`config.mk`:
```
export PLATFORM = sky130hd
export DESIGN_NAME = counter_statistics_monitor_top
export DESIGN_NICKNAME = d
export VERILOG_FILES = /design/src/design/csm_pkg.sv /design/src/design/csm_stats.sv /design/src/design/counter_statistics_monitor_top.sv
export SDC_FILE = /design/constraint.sdc
export NUM_CORES = 2
export LEC_CHECK = 0
export BUFFER_PORTS_ARGS = -buffer_cell sky130_fd_sc_hd__buf_4
export CORE_MARGIN = 8
export CORE_UTILIZATION = 45
export CTS_CLUSTER_SIZE = 12
export DETAILED_ROUTE_END_ITERATION = 8
export HOLD_SLACK_MARGIN = 0.15
export SYNTH_ARGS = -nofsm -noshare
export SYNTH_HDL_FRONTEND = slang
export SYNTH_SLANG_ARGS = --single-unit
```
`constraint.sdc`:
```
create_clock -name clk -period 10.77 [get_ports clk]
set_input_delay 0.5385 -clock clk [delete_from_list [all_inputs] [get_ports clk]]
set_output_delay 0.5385 -clock clk [all_outputs]
set_load 0.02 [all_outputs]
```
`src/design/csm_pkg.sv`:
```
// Shared types and codes for the counter statistics monitor.
// Holds the input beat and result beat structs, opcode and direction codes.
// No dependencies.
package csm_pkg;

  localparam int unsigned VALUE_BITS = 64;
  localparam int unsigned TOTAL_BITS = 32;
  localparam int unsigned WIDTH_BITS = 7;

  typedef enum logic {
    OP_SAMPLE = 1'b0,
    OP_CLEAR  = 1'b1
  } opcode_t;

  typedef enum logic [1:0] {
    DIR_CONSTANT = 2'd0,
    DIR_UP       = 2'd1,
    DIR_DOWN     = 2'd2,
    DIR_MIXED    = 2'd3
  } direction_t;

  typedef struct packed {
    opcode_t                 opcode;
    logic [VALUE_BITS-1:0]   sample_value;
    logic                    sample_unknown;
  } sample_item_t;

  typedef struct packed {
    logic                    sample_accepted;
    logic [TOTAL_BITS-1:0]   sample_total;
    logic [VALUE_BITS-1:0]   low_value;
    logic [VALUE_BITS-1:0]   high_value;
    logic [TOTAL_BITS-1:0]   rise_total;
    logic [TOTAL_BITS-1:0]   fall_total;
    logic [TOTAL_BITS-1:0]   wrap_total;
    direction_t              direction;
  } result_item_t;

endpackage

```
`src/design/csm_stats.sv`:
```
// Statistics state and the single-pass update for one beat.
// Depends on csm_pkg for the beat structs and codes.
module csm_stats import csm_pkg::*; #(
  parameter int unsigned COUNT_BITS = 32
) (
  input  logic                  clk,
  input  logic                  rst,
  input  logic                  advance,
  input  sample_item_t          item,
  input  logic [VALUE_BITS-1:0] scale_mask,
  output result_item_t          result
);

  logic [COUNT_BITS-1:0] seen_count, seen_count_next;
  logic [COUNT_BITS-1:0] rises, rises_next;
  logic [COUNT_BITS-1:0] falls, falls_next;
  logic [COUNT_BITS-1:0] wraps, wraps_next;
  logic [VALUE_BITS-1:0] lowest_seen, lowest_seen_next;
  logic [VALUE_BITS-1:0] highest_seen, highest_seen_next;
  logic [VALUE_BITS-1:0] previous_sample, previous_sample_next;
  logic                  have_previous, have_previous_next;

  logic                  is_clear;
  logic                  take;
  logic [VALUE_BITS-1:0] cur;
  logic [VALUE_BITS-1:0] half;
  logic                  is_rise;
  logic                  is_fall;
  logic                  is_wrap;

  function automatic logic [COUNT_BITS-1:0] sat_inc(input logic [COUNT_BITS-1:0] c);
    return (&c) ? c : c + COUNT_BITS'(1);
  endfunction

  function automatic logic [TOTAL_BITS-1:0] to_total(input logic [COUNT_BITS-1:0] c);
    logic [VALUE_BITS-1:0] wide;
    wide = VALUE_BITS'(c);
    return wide[TOTAL_BITS-1:0];
  endfunction

  always_comb begin
    is_clear = (item.opcode == OP_CLEAR);
    take     = !is_clear && !item.sample_unknown;
    cur      = item.sample_value & scale_mask;
    half     = scale_mask >> 1;
    is_rise  = have_previous && (cur > previous_sample);
    is_fall  = have_previous && (cur < previous_sample);
    is_wrap  = is_fall && (previous_sample > half) && (cur < half);

    seen_count_next      = seen_count;
    rises_next           = rises;
    falls_next           = falls;
    wraps_next           = wraps;
    lowest_seen_next     = lowest_seen;
    highest_seen_next    = highest_seen;
    previous_sample_next = previous_sample;
    have_previous_next   = have_previous;

    if (is_clear) begin
      seen_count_next      = '0;
      rises_next           = '0;
      falls_next           = '0;
      wraps_next           = '0;
      lowest_seen_next     = '1;
      highest_seen_next    = '0;
      previous_sample_next = '0;
      have_previous_next   = 1'b0;
    end else if (take) begin
      seen_count_next = sat_inc(seen_count);
      if (cur < lowest_seen) begin
        lowest_seen_next = cur;
      end
      if (cur > highest_seen) begin
        highest_seen_next = cur;
      end
      if (is_rise) begin
        rises_next = sat_inc(rises);
      end
      if (is_fall) begin
        falls_next = sat_inc(falls);
      end
      if (is_wrap) begin
        wraps_next = sat_inc(wraps);
      end
      previous_sample_next = cur;
      have_previous_next   = 1'b1;
    end

    result.sample_accepted = take;
    result.sample_total    = to_total(seen_count_next);
    result.low_value       = have_previous_next ? lowest_seen_next : '0;
    result.high_value      = have_previous_next ? highest_seen_next : '0;
    result.rise_total      = to_total(rises_next);
    result.fall_total      = to_total(falls_next);
    result.wrap_total      = to_total(wraps_next);

    if ((|rises_next) && !(|falls_next)) begin
      result.direction = DIR_UP;
    end else if ((|falls_next) && !(|rises_next)) begin
      result.direction = DIR_DOWN;
    end else if ((|rises_next) || (|falls_next)) begin
      result.direction = DIR_MIXED;
    end else begin
      result.direction = DIR_CONSTANT;
    end
  end

  always_ff @(posedge clk) begin
    if (rst) begin
      seen_count      <= '0;
      rises           <= '0;
      falls           <= '0;
      wraps           <= '0;
      lowest_seen     <= '1;
      highest_seen    <= '0;
      previous_sample <= '0;
      have_previous   <= 1'b0;
    end else if (advance) begin
      seen_count      <= seen_count_next;
      rises           <= rises_next;
      falls           <= falls_next;
      wraps           <= wraps_next;
      lowest_seen     <= lowest_seen_next;
      highest_seen    <= highest_seen_next;
      previous_sample <= previous_sample_next;
      have_previous   <= have_previous_next;
    end
  end

endmodule

```
`src/design/counter_statistics_monitor_top.sv`:
```
// Top level of the counter statistics monitor: input register, width register,
// statistics core and result register. Depends on csm_pkg and csm_stats.
//
//   channel   | handshake                     | payload
//   ----------+-------------------------------+----------------------------
//   sample    | sample_valid / sample_stall   | sample_data  (sample_item_t)
//   result    | result_valid / result_stall   | result_data  (result_item_t)
//   config    | cfg_wr_en                     | cfg_wr_data  (7 bits)
//
// One beat per cycle sustained while result_stall is low; a beat lands in the
// input register when accepted and reaches result_data via the result register.
// The statistics update sits in one combinational pass between the two registers.
// Synchronous reset clears the statistics and sets the watched width to 64.
// A stall on a valid result holds the result register and the input register;
// with a beat waiting in the input register sample_stall rises in that same
// cycle. Nothing is dropped.
module counter_statistics_monitor_top import csm_pkg::*; #(
  parameter int unsigned COUNT_BITS = 32
) (
  input  logic                  clk,
  input  logic                  rst,
  input  logic                  sample_valid,
  output logic                  sample_stall,
  input  sample_item_t          sample_data,
  output logic                  result_valid,
  input  logic                  result_stall,
  output result_item_t          result_data,
  input  logic                  cfg_wr_en,
  input  logic [WIDTH_BITS-1:0] cfg_wr_data
);

  logic                  hold_valid;
  sample_item_t          hold_item;
  logic [VALUE_BITS-1:0] scale_mask;
  logic [VALUE_BITS-1:0] scale_mask_next;
  logic [WIDTH_BITS-1:0] width_eff;
  logic                  advance;
  logic                  accept;
  result_item_t          stats_result;

  assign advance      = hold_valid && (!result_valid || !result_stall);
  assign sample_stall = hold_valid && !advance;
  assign accept       = sample_valid && !sample_stall;

  // Clamp the written width to 1..64 and turn it into a full-scale mask.
  always_comb begin
    if (cfg_wr_data == '0) begin
      width_eff = WIDTH_BITS'(1);
    end else if (cfg_wr_data >= WIDTH_BITS'(VALUE_BITS)) begin
      width_eff = WIDTH_BITS'(VALUE_BITS);
    end else begin
      width_eff = cfg_wr_data;
    end
    if (width_eff == WIDTH_BITS'(VALUE_BITS)) begin
      scale_mask_next = '1;
    end else begin
      scale_mask_next = ~({VALUE_BITS{1'b1}} << width_eff);
    end
  end

  always_ff @(posedge clk) begin
    if (rst) begin
      scale_mask <= '1;
    end else if (cfg_wr_en) begin
      scale_mask <= scale_mask_next;
    end
  end

  always_ff @(posedge clk) begin
    if (rst) begin
      hold_valid <= 1'b0;
    end else if (accept) begin
      hold_valid <= 1'b1;
    end else if (advance) begin
      hold_valid <= 1'b0;
    end
  end

  always_ff @(posedge clk) begin
    if (accept) begin
      hold_item <= sample_data;
    end
  end

  csm_stats #(
    .COUNT_BITS(COUNT_BITS)
  ) u_stats (
    .clk        (clk),
    .rst        (rst),
    .advance    (advance),
    .item       (hold_item),
    .scale_mask (scale_mask),
    .result     (stats_result)
  );

  always_ff @(posedge clk) begin
    if (rst) begin
      result_valid <= 1'b0;
    end else if (advance) begin
      result_valid <= 1'b1;
    end else if (!result_stall) begin
      result_valid <= 1'b0;
    end
  end

  always_ff @(posedge clk) begin
    if (advance) begin
      result_data <= stats_result;
    end
  end

endmodule
```
==> impl.org <==
** Worst setup path
- Walking the worst path, the cells encountered are nand2_1 > inv_1 > ha_1 > a21oi_1 > o21ai_0 > a221oi_1 > o22ai_1 > a31oi_2 > nand3_1 > a2111oi_4 > and2b_4 > nor3b_2 > xnor2_1 > nor2_1.
- Nature of the critical path startpoint :: register
- Delay of the slowest critical-path stage :: ~1.0 ns
- At the worst endpoint, the arrival time is 5.92 ns.
- By startpoint and endpoint, the worst setup path is classified as register to register.
- Required time of the critical path :: 11.11 ns
- Slowest cell on crit path :: sky130_fd_sc_hd__a2111oi_4
- In this run the worst path has a maximum fanout of 23.
- The worst setup path is captured at a register.

** Clock network
- In this run the post-CTS setup repair buffer count came out at 0.
- TritonCTS built the clock tree.
- Number of buffers inserted during clock tree synthesis :: 82
- Hold-fix buffer count after cts :: between 60 and 70
- Clock slew seen by the registers of the worst setup and hold paths :: roughly 0.06 ns
- At the later pin of the worst-skew pair, clock insertion delay measures approximately 0.64 ns.
- Clock tree synthesis found a total of roughly 710 sinks.
- Max H-tree Level :: 3
- Counting along the longest clock path gives a buffer depth of 3.
- Number of cells upsized or downsized after cts :: 0
- Root Buffer :: sky130_fd_sc_hd__clkbuf_16

** Drt
- Overall routed net length :: ~120 mm
- After the first detailed-routing iteration, the DRC count stood at approximately 2,400.
- Remaining design rule violation count :: 0
- The final route contains ~31,000 vias.
- The detail route stage leaves a number of antenna-violating nets equal to 0.
- Average via count per standard cell :: about 5.6
- Routed wl met3 :: about 7.1 mm
- Dividing the detail-routed wire length by the instance count gives between 20 and 25 microns.
- Before antenna repair, the detailed router went through 7 iterations.
- After detailed routing, the met2 layer carries roughly 54 mm of wire.
- The highest metal layer carrying signal wires in the routed design is met4.
- Wl on met1 :: 51.3 mm

** Timing
- After routing, the total negative slack on setup checks comes to 0 ns.
- The worst pin sits at a relative slew slack of 0.171.
- Setup repair after global routing missed its margin :: false
- Final worst clock skew :: 0.0374 ns
- The final number of hold-violating endpoints was 0.
- Number of max-slew violations in the final report :: 0
- For the pin with the worst max-slew slack, the measured transition is about 1.2 ns.
- Setup violations remaining at the end of the flow were counted as 0.
- Portion of the clock cycle consumed by the worst path in the final layout :: 0.518
- Min setup slack post-route :: approximately 5.2 ns
- Period minus WS final :: around 5.6 ns
- Timing would allow up to 179 MHz.

** GRT
- Gr usage total :: 0.247
- The first global-routing pass estimated 177 mm of wire.
- Largest net degree at the start of global routing :: ~140
- Initial antenna violation count :: 4
- Overflow left after global routing :: 0
- The number of global-route vias before repair was 29,300.

** Floorplanning
- X dimension of the die :: just over 300 microns
- After floorplanning, the core was sized to cover a little over 0.08 sq mm.
- Initial Utilization :: 0.455
- Area of the die :: 0.0909 sq mm
- The floorplan has between 100 and 150 rows.
- Measured along the y axis, the die boundary spans between 300 and 400 microns.
- IO Pins :: 339

** Logic synthesis
- Count of unique library cells instantiated by Yosys :: 74
- Of the total synthesized cell area, the portion taken by XOR and XNOR cells is 0.0241.
- Synthesis produced roughly 4,000 cells.
- Post-Synth Simple-Gate Area :: 0.178
- Post-synth EDFFs :: between 300 and 400
- Synthesis produced a netlist with a net count of 4,458.
- Top cells by area in the synthesized netlist :: sky130_fd_sc_hd__edfxtp_1 27%, sky130_fd_sc_hd__dfxtp_1 21%, sky130_fd_sc_hd__ha_1 11%
- Of the post-synthesis cell area, the dominant cell type holds 0.266.
- Post-synthesis sequential element count :: 712
- Async set-reset flop share out of synthesis :: 0
- During synthesis, Yosys emitted a total of 0 warnings.
- The most common cell in the synthesized netlist is sky130_fd_sc_hd__nand2_1.
- The most used flip-flop cell after synthesis is sky130_fd_sc_hd__dfxtp_1.
- Multiplexer share of the synthesized area :: 0.00570
- The synthesized netlist occupies a cell area of ~0.037 sq mm.
- Share of synthesized cell area in full adder, half adder and majority cells :: 0.108
- Each instance of the synthesized netlist takes up on average approximately 9 sq um.
- Post-synthesis cell type with the largest combined area :: sky130_fd_sc_hd__edfxtp_1
- Post-synthesis sequential area ratio :: 0.477
- Dominant combinational cell family by area after synthesis :: simple AND/OR/NAND/NOR gates
- Synth Area in Compound Gates :: 0.152
- By count the netlist is led by 572 x sky130_fd_sc_hd__nand2_1, 463 x sky130_fd_sc_hd__nor2_1, 400 x sky130_fd_sc_hd__a21oi_1.

** Final layout
- Fraction of final layout cells with drive strength greater than 1 :: 0.120
- The finished cells cover roughly 0.044 sq mm.
- The net count of the finished layout is 4,795.
- Compared with the post-synthesis result, the final layout area differs by 18.7%.

** Outcome
- The run finished with clean final reports.

** Place
- DP Area :: around 0.040 sq mm
- Number of buffers inserted by port buffering :: 338
- Detailed-placement wirelength estimate :: between 80 and 90 mm
- At the end of routability-driven placement, the weighted congestion stood at just over 0.9.
- Worst slack, placed :: 5.27 ns

** Power and ir drop
- Power per unit of standard cell area :: 149 mW/mm^2
- VDD IR-drop max :: slightly above 100 uV
- For this design the static power due to leakage is 18.3 nW.

** Job
- Number of max-cap violations :: 0

** Worst hold path
- Worst min path class :: input pin to register
[where the power goes]
part / leakage, nW / switching [mW] / internal (mW)
combinational: 10.8 / 0.500 / 0.247
clock: 1.29 / 1.14 / 1.64
sequential: 6.14 / 0.0535 / 2.92
total: 18.3 / 1.69 / 4.81
[logic make-up (layout without fill, tap and decap cells)]
group                    after synthesis  after routing
other                                  0              3
flip-flops                           712            712
AO/OA/AOI/OAI                        922            922
multiplexers                          20             20
buffers and inverters                538            941
XOR/XNOR                             101            101
adder cells (fa/ha/maj)              317            317
AND/OR/NAND/NOR                     1455           1455
[layout by cell type, fill, tap and decap left out, drive strengths merged, types with 42 or more instances in the layout]
cell type,instances
and3,42
buf,373
nand2,572
dfxtp,387
o21ai,193
clkbuf,113
nand4,87
xnor2,53
a22oi,67
dlygate4sd3,68
a21o,88
edfxtp,325
inv,351
nand3,86
xor2,48
nor2,463
a21oi,401
ha,315
[worst paths after layout]
check,endpoint,cells past startpoint,startpoint,slack [ns]
setup reg to reg,result_data[28]$_DFFE_PP_,14,hold_item[26]$_DFFE_PP_,5.19
hold / removal,scale_mask[62]$_SDFFE_PP1P_,3,cfg_wr_data[0],0.27
hold reg to reg,u_stats.falls[19]$_SDFFE_PP0P_,2,u_stats.falls[19]$_SDFFE_PP0P_,0.46
setup / recovery,result_data[28]$_DFFE_PP_,14,hold_item[26]$_DFFE_PP_,5.19
[per-stage QoR]
step	cells	utilization	hold WS (ns)	power, mW
2_1_floorplan	4065	-	0.436	3.46
3_3_place_gp	5310	0.499	0.444	3.75
3_5_place_dp	5310	0.499	0.452	3.76
4_1_cts	5528	0.540	0.236	6.55
5_1_grt	5531	0.540	0.265	6.74
6_report	5531	0.540	0.269	6.50
[layout make-up]
cell class	instances	area, sq um
fill	7529	37100
sequential	712	17500
multi-input combinational	2815	17300
timing repair buffer	441	3490
clock buffer	113	2300
tap	1060	1330
inverter	350	1320
clock inverter	37	343
antenna	3	7.51
[critical path, delay by kind of cell, from the launching register on]
kind	cells	cell delay, ns
flops	1	0.36
simple gates	5	1.42
xor+xnor	1	0.16
compound gates	6	2.86
fa+ha+maj	1	0.32
buf+inv	1	0.15
[metal layers]
layer / GRT usage / vias to the layer above
met5: 0 / -
met4: 0.0734 / 0
met3: 0.0331 / 141
met2: 0.403 / 986
met1: 0.341 / 14700
li1: - / 15000
[registers in the layout, summed over array words and instances (netlist names)]
signal,count
u_stats.previous_sample,64
u_stats.highest_seen,64
u_stats.seen_count,32
hold_valid,1
hold_item,66
result_valid,1
scale_mask,64
u_stats.rises,32
u_stats.wraps,32
u_stats.lowest_seen,64
result_data,259
u_stats.falls,32
u_stats.have_previous,1
(Power assumes the default switching activity.)
